### src/hdl/pcbh_pkg.sv
// pcbh_pkg: shared types, constants and helper functions for the cell binning block
// used by pcbh_lane and periodic_cell_binning_with_halo_core
package pcbh_pkg;

    localparam int MaxDivisions = 16;
    localparam int PosBits      = 24;
    localparam int CellBits     = $clog2(MaxDivisions);
    localparam int NdBits       = CellBits + 1;
    localparam int AddrBits     = 3 * CellBits;
    localparam int NumCells     = MaxDivisions * MaxDivisions * MaxDivisions;
    localparam int CntBits      = 32;
    localparam int QBits        = CellBits + 1;
    localparam int CfgBits      = 24;

    // configuration register indexes
    localparam logic [1:0] CFG_DIVISIONS   = 2'd0;
    localparam logic [1:0] CFG_CELL_LENGTH = 2'd1;
    localparam logic [1:0] CFG_BUFFER      = 2'd2;

    typedef enum logic [2:0] {
        L_IDLE,
        L_DIV,
        L_CLAMP,
        L_OFF,
        L_FLAG
    } t_lane_st;

    typedef enum logic [2:0] {
        S_CLEAR,
        S_IDLE,
        S_BIN,
        S_READ,
        S_MOD
    } t_core_st;

    // per-axis binning result
    typedef struct packed {
        logic [CellBits-1:0] home;
        logic                act;
        logic                plus;
    } t_lane_res;

    // axis mask of a copy kind: bit0 x, bit1 y, bit2 z
    function automatic logic [2:0] kind_axes(input logic [2:0] k);
        logic [2:0] a;
        unique case (k)
            3'd0: a = 3'b000;
            3'd1: a = 3'b001;
            3'd2: a = 3'b010;
            3'd3: a = 3'b100;
            3'd4: a = 3'b011;
            3'd5: a = 3'b101;
            3'd6: a = 3'b110;
            3'd7: a = 3'b111;
            default: a = 3'b000;
        endcase
        return a;
    endfunction

    function automatic logic kind_ok(input logic [2:0] k, input logic [2:0] active);
        return (kind_axes(k) & active) == kind_axes(k);
    endfunction

    // any enabled copy kind after k
    function automatic logic more_after(input logic [2:0] k, input logic [2:0] active);
        logic m;
        m = 1'b0;
        for (int j = 0; j < 8; j++) begin
            if (j > int'(k) && kind_ok(3'(j), active)) begin
                m = 1'b1;
            end
        end
        return m;
    endfunction

    // periodic step of a cell index
    function automatic logic [CellBits-1:0] wrap_step(input logic [CellBits-1:0] c,
                                                      input logic plus,
                                                      input logic [NdBits-1:0] nd);
        logic [NdBits-1:0] c1;
        logic [CellBits-1:0] r;
        c1 = {1'b0, c} + NdBits'(1);
        if (plus) begin
            r = (c1 >= nd) ? '0 : c1[CellBits-1:0];
        end else begin
            r = (c == '0) ? CellBits'(nd - NdBits'(1)) : c - CellBits'(1);
        end
        return r;
    endfunction

endpackage

### src/hdl/pcbh_lane.sv
// pcbh_lane: one axis of binning, shift-subtract quotient, clamp, offset and halo flag
// depends on pcbh_pkg
module pcbh_lane (
    input  logic                             i_clk,
    input  logic                             i_rst_n,
    input  logic                             i_start,
    input  logic [pcbh_pkg::PosBits-1:0]     i_pos,
    input  logic [pcbh_pkg::CfgBits-1:0]     i_len,
    input  logic [pcbh_pkg::CfgBits-1:0]     i_buf,
    input  logic [pcbh_pkg::NdBits-1:0]      i_nd,
    output logic                             o_done,
    output pcbh_pkg::t_lane_res              o_res
);

    localparam int TrialBits = pcbh_pkg::PosBits + pcbh_pkg::QBits;

    pcbh_pkg::t_lane_st r_st, n_st;
    logic [pcbh_pkg::PosBits-1:0]      r_rem;
    logic [pcbh_pkg::QBits-1:0]        r_q;
    logic [$clog2(pcbh_pkg::QBits)-1:0] r_bit;
    logic [pcbh_pkg::CellBits-1:0]     r_cell;
    logic [pcbh_pkg::PosBits-1:0]      r_off;
    pcbh_pkg::t_lane_res               r_res;

    logic [TrialBits-1:0]              trial;
    logic                              fits;
    logic [pcbh_pkg::CellBits-1:0]     nd_m1;
    logic [pcbh_pkg::CellBits-1:0]     clamp_c;
    logic [pcbh_pkg::PosBits+pcbh_pkg::CellBits-1:0] prod;
    logic signed [pcbh_pkg::CfgBits+1:0] hi_lim;
    logic                              minus, plus;

    // one quotient bit per cycle, msb first
    assign trial = TrialBits'(i_len) << r_bit;
    assign fits  = TrialBits'(r_rem) >= trial;

    assign nd_m1   = pcbh_pkg::CellBits'(i_nd - pcbh_pkg::NdBits'(1));
    assign clamp_c = (r_q[pcbh_pkg::QBits-1] || r_q[pcbh_pkg::CellBits-1:0] > nd_m1)
                     ? nd_m1 : r_q[pcbh_pkg::CellBits-1:0];

    assign prod   = r_cell * i_len;
    assign hi_lim = $signed({2'b00, i_len}) - $signed({2'b00, i_buf});
    assign minus  = r_off < i_buf;
    assign plus   = $signed({2'b00, r_off}) > hi_lim;

    // next state
    always_comb begin
        n_st = r_st;
        unique case (r_st)
            pcbh_pkg::L_IDLE:  if (i_start) n_st = pcbh_pkg::L_DIV;
            pcbh_pkg::L_DIV:   if (r_bit == '0) n_st = pcbh_pkg::L_CLAMP;
            pcbh_pkg::L_CLAMP: n_st = pcbh_pkg::L_OFF;
            pcbh_pkg::L_OFF:   n_st = pcbh_pkg::L_FLAG;
            pcbh_pkg::L_FLAG:  n_st = pcbh_pkg::L_IDLE;
            default:           n_st = pcbh_pkg::L_IDLE;
        endcase
    end

    // outputs
    always_comb begin
        o_done = (r_st == pcbh_pkg::L_FLAG);
        o_res  = r_res;
    end

    always_ff @(posedge i_clk) begin
        if (!i_rst_n) begin
            r_st <= pcbh_pkg::L_IDLE;
        end else begin
            r_st <= n_st;
        end
    end

    // datapath
    always_ff @(posedge i_clk) begin
        unique case (r_st)
            pcbh_pkg::L_IDLE: begin
                r_rem <= i_pos;
                r_q   <= '0;
                r_bit <= ($clog2(pcbh_pkg::QBits))'(pcbh_pkg::QBits - 1);
            end
            pcbh_pkg::L_DIV: begin
                if (fits) begin
                    r_rem        <= r_rem - pcbh_pkg::PosBits'(trial);
                    r_q[r_bit]   <= 1'b1;
                end
                r_bit <= r_bit - 1'b1;
            end
            pcbh_pkg::L_CLAMP: r_cell <= clamp_c;
            pcbh_pkg::L_OFF:   r_off  <= i_pos - pcbh_pkg::PosBits'(prod);
            pcbh_pkg::L_FLAG: begin
                r_res.home <= r_cell;
                r_res.act  <= minus | plus;
                r_res.plus <= plus;
            end
            default: ;
        endcase
    end

endmodule

### config.mk
export PLATFORM = sky130hd
export DESIGN_NAME = pcbh_lane
export DESIGN_NICKNAME = d
export VERILOG_FILES = /design/src/hdl/pcbh_pkg.sv /design/src/hdl/pcbh_lane.sv
export SDC_FILE = /design/constraint.sdc
export NUM_CORES = 1
export LEC_CHECK = 0
export ABC_AREA = 1
export BUFFER_PORTS_ARGS = -buffer_cell sky130_fd_sc_hd__buf_2
export CAP_MARGIN = 30
export CELL_PAD_IN_SITES_DETAIL_PLACEMENT = 1
export CELL_PAD_IN_SITES_GLOBAL_PLACEMENT = 2
export CORE_ASPECT_RATIO = 1.2
export CORE_UTILIZATION = 38
export CTS_CLUSTER_SIZE = 40
export DETAILED_ROUTE_END_ITERATION = 8
export HOLD_SLACK_MARGIN = 0.05
export PLACE_DENSITY_LB_ADDON = 0.1
export SETUP_SLACK_MARGIN = 0.1
export SLEW_MARGIN = 0
export SYNTH_ARGS = -nofsm -noshare
export SYNTH_HDL_FRONTEND = slang
export SYNTH_SLANG_ARGS = --single-unit
export TNS_END_PERCENT = 20
### constraint.sdc
create_clock -name i_clk -period 12.56 [get_ports i_clk]
set_clock_uncertainty 0.1 [all_clocks]
set_input_delay 1.884 -clock i_clk [delete_from_list [all_inputs] [get_ports i_clk]]
set_output_delay 1.884 -clock i_clk [all_outputs]
set_load 0.03 [all_outputs]
**After elaboration in Yosys (flattened, before gate mapping)**

Index checks and enable logic that the tools add are counted.

- Flip-flop bits (word level): 69
- Input bits: 80
- Output and inout port bits: 7
- Logic and storage cells: 49

- Add/sub/neg operators: 5
- $mul: 1
- $lt $le $gt $ge: 6
- Equal/unequal tests: 7
- Shift operators: 1
- Muxes and demuxes: 11
- Bitwise operators: 2
- Reduce and logical (&&, ||, !) cells: 7

Operators with widths:

| kind | count |
|---|---|
| $pmux W24 S2 | 1 |
| $sub A24 B24 Y24 | 2 |
| $ge A24 B29 Y1 | 1 |
| $shl A24 B3 Y29 | 1 |
| $gt A25 B25 Y1 | 1 |
| $sub A24 B24 Y25 | 1 |
| $lt A24 B24 Y1 | 1 |
| $mul A4 B24 Y24 | 1 |
| $mux W24 | 1 |
| $pmux W3 S4 | 1 |
| $pmux W5 S2 | 1 |
| $eq A3 B2 Y1 const B | 2 |
| $logic_not A3 Y1 | 2 |
| $mux W3 | 2 |
| $ne A2 B2 Y1 const B | 3 |
| $pmux W3 S2 | 1 |
| $mux W5 | 1 |
| $or A5 B5 Y5 | 1 |
| $gt A4 B4 Y1 | 1 |
| $lt A3 B4 Y1 const B | 1 |
| $mux W4 | 1 |
| $reduce_and A2 Y1 | 2 |
| $sub A4 B1 Y4 const B | 1 |
| $demux W1 S3 | 1 |
| 9 further kinds | 9 |

**Longest topological paths before layout**

Gate-level depths: netlist of run 1.

- Word-level depth: 7
- Gate-level depth with buffers: 27

**Worst setup path before layout of run 1**

OpenSTA, ideal clock, no wires.

- Path kind: input to register
- Start: input i_len[0] (netlist name)
- End: register r_q[0] (netlist name) (enable)
- Library setup time: 0.415 ns
- Data arrival time: 4.617 ns
- Required time: 12.045 ns
- Path slack: 7.428 ns
- Cell stages on the path: 15
- Buffers on the path: 0
- Path through: inv_1 > nand2_1 > o21ai_0 > inv_1 > o21ai_0 > or2_2 > ha_1 > nand2_1 > inv_1 > a21oi_2 > nor2_2 > nor2_1 > nor2_1 > nor2_1 > nor2_1

- Cells in the longest elaborated chain, start to end: 4

Ends and longest elaborated chain:

| what | line | text |
|---|---|---|
| start, declared | pcbh_lane.sv:8 | `input logic [pcbh_pkg::CfgBits-1:0] i_len,` |
| $shl A24 B3 Y29 | pcbh_lane.sv:34 | `assign trial = TrialBits'(i_len) << r_bit;` |
| $ge A24 B29 Y1 | pcbh_lane.sv:35 | `assign fits = TrialBits'(r_rem) >= trial;` |
| $ne A2 B2 Y1 (no source line) | n/a |  |
| $reduce_and A2 Y1 (no source line) | n/a |  |
| end signal, assigned | pcbh_lane.sv:78 | `r_q <= '0;` |
| end signal, assigned by index | pcbh_lane.sv:84 | `r_q[r_bit] <= 1'b1;` |
| end, declared | pcbh_lane.sv:19 | `logic [pcbh_pkg::QBits-1:0] r_q;` |

No other way between the ends.
A chain may end at the register's enable or synchronous reset.

**Worst setup path after layout of run 1**

- Start: input i_len[6] (netlist name)
- End: register r_off[18] (netlist name), data pin

- Cells in the longest elaborated chain, start to end: 2

Ends and longest elaborated chain:

| what | line | text |
|---|---|---|
| $mul A4 B24 Y24 | pcbh_lane.sv:41 | `assign prod = r_cell * i_len;` |
| $sub A24 B24 Y24 | pcbh_lane.sv:89 | `pcbh_pkg::L_OFF: r_off <= i_pos - pcbh_pkg::PosBits'(prod);` |
| end signal, assigned | pcbh_lane.sv:89 |  |
| end, declared | pcbh_lane.sv:22 | `logic [pcbh_pkg::PosBits-1:0] r_off;` |

No other way between the ends.

==> results.sh, run 1 <==
export IMPL_drt_wirelength_per_cell_um=18.05
export IMPL_multi_input_area_um2=7960
export IMPL_final_cell_area_um2=12260
export IMPL_worstMarginPinSlew_ns=0.9640
export IMPL_ctsHoldBuffers=0
export IMPL_synth_area_leaders="edfxtp_1 (18%), nand2_1 (16%), ha_1 (15%)"
export IMPL_antenna_found_initial=0
export IMPL_synthMuxAreaShare=0.003614
export IMPL_cp_slowest_cell="fa_1"
export IMPL_cts_htree_levels=3
export IMPL_die_w_um=157.9
export IMPL_syn2layout_area_growth_pct=10.67
export IMPL_critPathRequiredTime_ns=12.57
export IMPL_synth_simple_area_share=0.2820
export IMPL_synth_cell_type_count=44
export IMPL_status="complete, no violations"
export IMPL_synth_area_leader_cell="edfxtp_1"
export IMPL_rsz0062_at_grt="no"
export IMPL_n_fill_cell=3835
export IMPL_period_needed_ns=5.369
export IMPL_slew_headroom=0.3566
export IMPL_clk_pin_slew_ns=0.07
export IMPL_synth_top_family_by_area="simple AND/OR/NAND/NOR gates"
export IMPL_insertion_delay_ns=0.36
export IMPL_nets=1943
export IMPL_final_hold_viol_count=0
export IMPL_grtUsageMet1=0.2872
export IMPL_path_delay_family="adder cells"
export IMPL_cts_tree="done"
export IMPL_gp_congestion=0.9103
export IMPL_placed_cell_area_um2=11940
export IMPL_io_pins=87
export IMPL_cp_cell_sequence="buf_2 > nand2_1 > fa_1 > inv_1 > fa_1 > inv_1 > fa_1 > ha_1 > a21oi_1 > o21ai_0 > a21oi_1 > o21ai_1 > nand2_1 > a21o_1 > nand2_1"
export IMPL_mostFrequentLayoutCells="nand2_1 (458), inv_1 (246), ha_1 (130), a21oi_1 (109), nor2_1 (107)"
export IMPL_clockBufferDepth=2
export IMPL_ys_flop_type="edfxtp_1"
export IMPL_start_util=0.3853
export IMPL_total_leakage_power_uw=0.006167
export IMPL_yosys_area_top_type_share=0.1789
export IMPL_grt_pass1_vias=11380
export IMPL_min_period_over_period=0.4275
export IMPL_use_met2=0.5076
export IMPL_drt_first_pass_iters=5
export IMPL_cts_resized=0
export IMPL_ant_nets=0
export IMPL_grt_busiest_layer="met2"
export IMPL_ir_worst_vdd_uv=153.9
export IMPL_synthAdderAreaFrac=0.2625
export IMPL_vias=10670
export IMPL_synth_seq_cells=69
export IMPL_coreArea_um2=28760
export IMPL_crit_fanout=7
export IMPL_hp_class="flop to flop"
export IMPL_seq_area_um2=2042
export IMPL_synth_nets=1867
export IMPL_fmax_ghz=0.1862
export IMPL_cp_end_kind="flop"
export IMPL_rows=68
export IMPL_synth_area_per_cell_um2=6.955
export IMPL_drive_gt1_frac=0.09438
export IMPL_async_flop_share=0
export IMPL_setup_violations=0
export IMPL_n_antenna_cell=0
export IMPL_vias_per_cell=5.182
export IMPL_synth_compound_area_frac=0.1257
export IMPL_ys_warn_count=0
export IMPL_post_cts_setup_buffer_count=0
export IMPL_slew_violations=0
export IMPL_worst_path_largest_cell_delay_ns=0.55
export IMPL_port_buffers=85
export IMPL_finalPower_uw=3177
export IMPL_synth_edf_count=66
export IMPL_drt_total_wl_um=37160
export IMPL_clock_root_buffer="clkbuf_16"
export IMPL_cp_arrival_ns=5.38
export IMPL_grt_pass1_wl_um=58150
export IMPL_cts_buffers=9
export IMPL_tns_ns=0
export IMPL_maxCapViolCount=0
export IMPL_synth_area_um2=11080
export IMPL_path_buf_inv=3
export IMPL_seq_area_frac_synth=0.1843
export IMPL_track_usage=0.2575
export IMPL_dpl_hpwl_um=32310
export IMPL_worstSetupPathType="input port to flop"
export IMPL_critPathLaunchType="input port"
export IMPL_dieArea_um2=29850
export IMPL_powerDensity_nw_per_um2=259.1
export IMPL_synth_cells=1593
export IMPL_gr_total_overflow=0
export IMPL_drc=0
export IMPL_grt_max_degree=35
export IMPL_synth_xor_area_share=0.04348
export IMPL_die_h_um=189.1
export IMPL_mostFrequentLayoutCell="nand2_1"
export IMPL_drtIter0Drc=367
export IMPL_cts_num_sinks=69
export IMPL_met3_usage=0.02426
## state kept, by name, indices dropped and copies added, names as in the netlist
| name | count |
|---|---|
| r_st | 3 |
| r_bit | 3 |
| r_q | 5 |
| o_res | 6 |
| r_rem | 24 |
| r_off | 24 |
| r_cell | 4 |
## worst min-delay path: cells and delay by family, from the launching register on
kind / cells / cell delay, ns
and+or+nand+nor: 1 / 0.08
AOI/OAI and AO/OA: 1 / 0.05
DFF: 1 / 0.34
## area by class of cell
class | count | share of cell area
clock buffer | 11 | 0.02061
multi-input combinational | 1242 | 0.6492
tap | 385 | 0.03929
sequential | 69 | 0.1665
timing repair buffer | 95 | 0.04245
clock inverter | 5 | 0.004796
inverter | 252 | 0.07714
## cells in the mapped netlist, types with 13 or more instances
library cell,instances
nor3_1,16
fa_1,64
nor2_1,108
nand3_1,90
a21oi_1,109
edfxtp_1,66
nand2_2,13
o21ai_0,86
xnor2_1,25
nand4_1,19
xor2_1,30
nand2_1,458
inv_1,246
ha_1,130
## worst paths after layout
kind / cells past startpoint / to / slack [ns] / start
setup reg to reg: 14 / r_rem[5] / 7.95 / r_bit[1]
hold / removal: 2 / r_q[0] / 0.49 / r_q[0]
hold reg to reg: 2 / r_q[0] / 0.49 / r_q[0]
setup / recovery: 15 / r_off[18] / 7.19 / i_len[6]
## cells by family (layout without fill, tap and decap cells)
logic type                 after synthesis  count (layout)
and+or+nand+nor                        737             737
buffers and inverters                  282             363
AOI/OAI and AO/OA                      252             252
adders and majority gates              194             194
DFF                                     69              69
xor gates and xnor gates                55              55
muxes                                    4               4
## metrics by stage
stage / utilization / std cells / hold slack (ns) / worst slack [ns]
floorplan: - / 1593 / 0.3699 / 7.428
global placement: 0.4143 / 2041 / 0.4517 / 6.820
detailed placement: 0.4153 / 2042 / 0.4715 / 6.777
CTS: 0.4261 / 2058 / 0.4865 / 7.148
global route: 0.4264 / 2059 / 0.5197 / 6.938
finish: 0.4264 / 2059 / 0.4861 / 7.191
## where the power goes
| part | internal [uW] | switching, uW | total, uW | leakage (uW) |
|---|---|---|---|---|
| Clock | 165 | 110 | 275 | 0.000148 |
| Sequential | 424 | 41.9 | 466 | 0.000659 |
| Combinational | 827 | 1610 | 2440 | 0.00536 |
| Total | 1420 | 1760 | 3180 | 0.00617 |
## per-layer routing
metal / up-vias / routed length, um / part of all wire
met2: 127 / 20450 / 0.55
met3: 31 / 849 / 0.023
li1: 5319 / - / -
met4: 0 / 699 / 0.019
met5: - / 0 / 0
met1: 5193 / 15150 / 0.41
No activity file was read; power rests on OpenSTA's default activity.
==> inputs of run 2 (changes only) <==
- CORE_UTILIZATION: 38 -> 36
- clock period: 12.56 -> 5.1 ns (I/O delays scaled with it)
==> results.sh, run 2 (same netlist as run 1, synthesis figures left out) <==
export IMPL_slew_violations=0
export IMPL_vias=10660
export IMPL_slew_headroom=0.4628
export IMPL_die_h_um=194.2
export IMPL_mostFrequentLayoutCells="nand2_1 (458), inv_1 (246), ha_1 (130), a21oi_1 (109), nor2_1 (107)"
export IMPL_port_buffers=85
export IMPL_clock_root_buffer="clkbuf_16"
export IMPL_rsz0062_at_grt="no"
export IMPL_total_leakage_power_uw=0.006206
export IMPL_post_cts_setup_buffer_count=0
export IMPL_cp_arrival_ns=4.58
export IMPL_maxCapViolCount=0
export IMPL_whs_ns=0.4782
export IMPL_gr_total_overflow=0
export IMPL_p_sw_uw=4325
export IMPL_nets=1952
export IMPL_grt_pass1_vias=11600
export IMPL_rows=70
export IMPL_rr_worst_depth=14
export IMPL_clk_pin_slew_ns=0.07
export IMPL_period_needed_ns=4.574
export IMPL_worstSetupPathType="flop to flop"
export IMPL_gp_congestion=0.9167
export IMPL_die_w_um=162.1
export IMPL_start_util=0.3646
export IMPL_rrSetupSlack_ns=0.53
export IMPL_cts_num_sinks=69
export IMPL_critPathRequiredTime_ns=5.10
export IMPL_drtIter0Drc=342
export IMPL_critPathLaunchType="flop"
export IMPL_setup_violations=0
export IMPL_min_period_over_period=0.8969
export IMPL_ctsHoldBuffers=0
export IMPL_intPower_uw=3489
export IMPL_grt_max_degree=30
export IMPL_insertion_delay_ns=0.35
export IMPL_drt_first_pass_iters=4
export IMPL_cts_htree_levels=3
export IMPL_ant_nets=0
export IMPL_cts_resized=0
export IMPL_io_pins=87
export IMPL_final_hold_viol_count=0
export IMPL_powerDensity_nw_per_um2=633.6
export IMPL_pwr_share_comb=0.768
export IMPL_status="complete, no violations"
export IMPL_r2r_end="r_off[18]"
export IMPL_min_from="r_q[0]"
export IMPL_cts_buffers=9
export IMPL_antenna_found_initial=0
export IMPL_drc=0
export IMPL_cp_end_kind="flop"
export IMPL_switching_share=0.5535
export IMPL_worstMarginPinSlew_ns=0.8059
export IMPL_crit_fanout=18
export IMPL_hp_class="flop to flop"
export IMPL_clockBufferDepth=2
export IMPL_dp_cells=2062
export IMPL_vias_per_cell=5.125
export IMPL_ir_worst_vdd_uv=410.4
export IMPL_track_usage=0.2448
export IMPL_drive_gt1_frac=0.09863
export IMPL_seqPwrFrac=0.148
export IMPL_syn2layout_area_growth_pct=11.32
export IMPL_drt_total_wl_um=37420
export IMPL_n_antenna_cell=0
export IMPL_dieArea_um2=31480
export IMPL_stdcell_count=2079
export IMPL_clockPowerShare=0.084
export IMPL_drt_wirelength_per_cell_um=18.00
export IMPL_dpl_hpwl_um=33080
export IMPL_grt_pass1_wl_um=59110
export IMPL_hold_end="r_q[0]"
export IMPL_coreArea_um2=30390
export IMPL_worstReg2RegStart="r_cell[3]"
export IMPL_fmax_ghz=0.2186
export IMPL_tns_ns=0
export IMPL_mostFrequentLayoutCell="nand2_1"
export IMPL_min_path_cells=2
export IMPL_cts_tree="done"
[run 2: power by group through the flow]
stage	registers, uW	logic [uW]	clock network [uW]
2_1_floorplan	1120	4390	0
6_report	1150	6000	658
4_1_cts	1150	6100	678
3_3_place_gp	1160	5910	0
3_5_place_dp	1170	6070	0
5_1_grt	1170	6810	690
[run 2: routing by layer]
layer | track usage | up-vias | wire length [um]
met5 | 0 | - | 0
met4 | 0.08071 | 0 | 1098
met3 | 0.01947 | 48 | 913
met2 | 0.4786 | 110 | 20240
met1 | 0.2727 | 5156 | 15170
li1 | - | 5341 | -
[run 2: per-stage QoR]
stage / cell area [um^2] / total power (uW) / util / setup WS (ns)
finish: 12330 / 7815 / 0.4058 / 0.5256
global route: 12330 / 8677 / 0.4058 / 0.2677
CTS: 12330 / 7934 / 0.4056 / 0.5127
detailed placement: 12020 / 7233 / 0.3956 / 0.4314
global placement: 12000 / 7074 / 0.3947 / 0.4917
floorplan: 11080 / 5508 / - / 1.082
[run 2: worst max-delay path by stage]
stage	startpoint	end	slack, ns	cells past startpoint
finish	r_cell[3]	r_off[18]	0.53	14
global route	r_cell[3]	r_off[18]	0.27	14
CTS	r_cell[3]	r_off[18]	0.51	14
detailed placement	i_len[4]	r_off[18]	0.43	15
global placement	i_len[6]	r_off[18]	0.49	15
floorplan	r_bit[0]	r_q[0]	1.08	19
[run 2: cell type report]
type	count	area (um^2)
Fill cell	3947	18060
Multi-Input combinational cell	1242	7960
Sequential cell	69	2042
Inverter	252	945.9
Timing Repair Buffer	104	588.1
Tap cell	396	495.5
Clock buffer	10	229.0
Clock inverter	6	72.57
[run 2: critical path, stage by stage (launching register included)]
cell and delay (ns):
edfxtp_1 0.85, nand2_1 0.18, fa_1 0.58, inv_1 0.06, fa_1 0.53, inv_1 0.05
fa_1 0.45, ha_1 0.36, a21oi_1 0.29, o21ai_0 0.15, a21oi_1 0.28, o21ai_1 0.16
nand2_1 0.11, a21o_1 0.12, nand2_1 0.05
==> inputs of run 3 (changes only) <==
- CORE_UTILIZATION: 36 -> 32
- clock period: 5.1 -> 3.95 ns (I/O delays scaled with it)
==> results.sh, run 3 (same netlist as run 1, synthesis figures left out) <==
export IMPL_drtIter0Drc=302
export IMPL_rows=74
export IMPL_dpl_hpwl_um=34870
export IMPL_slew_headroom=0.5418
export IMPL_cts_buffers=9
export IMPL_whs_ns=0.3790
export IMPL_syn2layout_area_growth_pct=23.81
export IMPL_final_cell_area_um2=13720
export IMPL_final_hold_viol_count=0
export IMPL_status="complete, no violations"
export IMPL_critPathLaunchType="flop"
export IMPL_drive_gt1_frac=0.1938
export IMPL_critPathMostFrequentCell="inv_1"
export IMPL_drt_first_pass_iters=4
export IMPL_track_usage=0.2304
export IMPL_multi_input_area_um2=8315
export IMPL_cp_end_kind="flop"
export IMPL_maxCapViolCount=0
export IMPL_finalPower_uw=11920
export IMPL_dieArea_um2=35370
export IMPL_die_w_um=171.9
export IMPL_drt_total_wl_um=39610
export IMPL_ant_nets=0
export IMPL_cp_arrival_ns=3.95
export IMPL_fmax_ghz=0.2536
export IMPL_clock_root_buffer="clkbuf_16"
export IMPL_critPathRequiredTime_ns=3.96
export IMPL_crit_fanout=18
export IMPL_mostFrequentLayoutCells="nand2_1 (442), inv_1 (246), buf_4 (135), ha_1 (116), nor2_1 (100)"
export IMPL_port_buffers=85
export IMPL_ir_worst_vdd_uv=423.0
export IMPL_total_leakage_power_uw=0.006837
export IMPL_slew_violations=0
export IMPL_path_buf_inv=6
export IMPL_period_needed_ns=3.944
export IMPL_cp_cell_sequence="buf_12 > nand2_1 > inv_1 > fa_1 > inv_1 > fa_1 > inv_1 > fa_1 > inv_1 > ha_4 > nand2_2 > nor2_1 > inv_2 > nor2_2 > nand3_1 > o211ai_2 > xor2_1"
export IMPL_cts_tree="done"
export IMPL_start_util=0.3252
export IMPL_drt_wirelength_per_cell_um=17.51
export IMPL_grt_pass1_vias=11680
export IMPL_coreArea_um2=34070
export IMPL_powerDensity_nw_per_um2=868.7
export IMPL_cts_num_sinks=69
export IMPL_antenna_found_initial=0
export IMPL_nets=2075
export IMPL_io_pins=87
export IMPL_startpoint="r_cell[3]"
export IMPL_seq_area_um2=2042
export IMPL_min_from="i_rst_n"
export IMPL_gr_total_overflow=0
export IMPL_grt_max_degree=30
export IMPL_grt_pass1_wl_um=60800
export IMPL_drc=0
export IMPL_n_antenna_cell=0
export IMPL_cts_htree_levels=3
export IMPL_hp_class="input port to flop"
export IMPL_tns_ns=0
export IMPL_vias_per_cell=4.912
export IMPL_gp_congestion=0.8939
export IMPL_worst_path_largest_cell_delay_ns=0.54
export IMPL_setup_violations=0
export IMPL_insertion_delay_ns=0.37
export IMPL_clockBufferDepth=2
export IMPL_worstSetupPathType="flop to flop"
export IMPL_vias=11110
export IMPL_mostFrequentLayoutCell="nand2_1"
export IMPL_placed_cell_area_um2=13070
export IMPL_rsz0062_at_grt="yes"
export IMPL_path_delay_family="adder cells"
export IMPL_worstReg2RegStart="r_cell[3]"
export IMPL_worstMarginPinSlew_ns=0.6820
export IMPL_clk_pin_slew_ns=0.06
export IMPL_die_h_um=205.8
export IMPL_n_fill_cell=4397
export IMPL_cp_slowest_cell="fa_1"
export IMPL_min_period_over_period=0.9984
-- run 3: changes by cell type in the layout (fill, tap and decap cells not counted), sizes merged --
cell      before  now
inv          253  252
bufinv         1    0
buf          103  226
clkinvlp       1    3
-- run 3: layer usage --
layer	vias to the layer above	track usage	share of wire
li1	5598	-	-
met1	5360	0.2568	0.41
met2	107	0.4527	0.54
met3	47	0.01808	0.020
met4	0	0.07364	0.025
met5	-	0	0
-- run 3: what timing repair did --
action / CTS / global route
resized for setup: 34 / 44
hold buffers: 0 / 0
buffers inserted: 0 / 2
pin swaps: 3 / 9
setup endpoints to repair: 16 / 18
-- run 3: where the power goes --
part	switching (uW)	internal, uW	leakage, uW	total (uW)
logic	5720	3960	0.00606	9680
registers	105	1350	0.000659	1450
clock network	364	423	0.000122	787
total	6190	5730	0.00684	11900
-- run 3: per-stage QoR --
step                utilization  worst slack [ns]  instances
floorplan                     -           0.08643       1593
global placement         0.3828           -0.3667       2242
detailed placement       0.3836           -0.4224       2243
CTS                      0.3959          -0.01538       2259
global route             0.4026           -0.1439       2262
finish                   0.4026          0.006211       2262
-- run 3: path summary, 6_finish.rpt --
check	endpoint	slack (ns)	cells after the start
worst max register to register	r_off[17]	0.006	17
worst max-delay path	r_off[17]	0.006	17
worst min register to register	r_q[0]	0.48	2
worst min-delay path	r_st[1]	0.38	3
-- run 3: final cells by class --
class	instances	share of cell area
well taps	456	0.04159
repair buffers	227	0.1147
multi-input cells	1242	0.6062
inverters	252	0.06896
clock inverters	6	0.002919
clock buffers	10	0.01669
flip-flops and latches	69	0.1489
-- run 3: worst register-to-register path: cells and delay by family (launching register included) --
family,cells,cell delay (ns)
buffers and inverters,6,0.49
adder cells (fa/ha/maj),4,1.85
XOR/XNOR,1,0.10
AND/OR/NAND/NOR,5,0.53
flip-flops,1,0.41
AO/OA/AOI/OAI,1,0.23
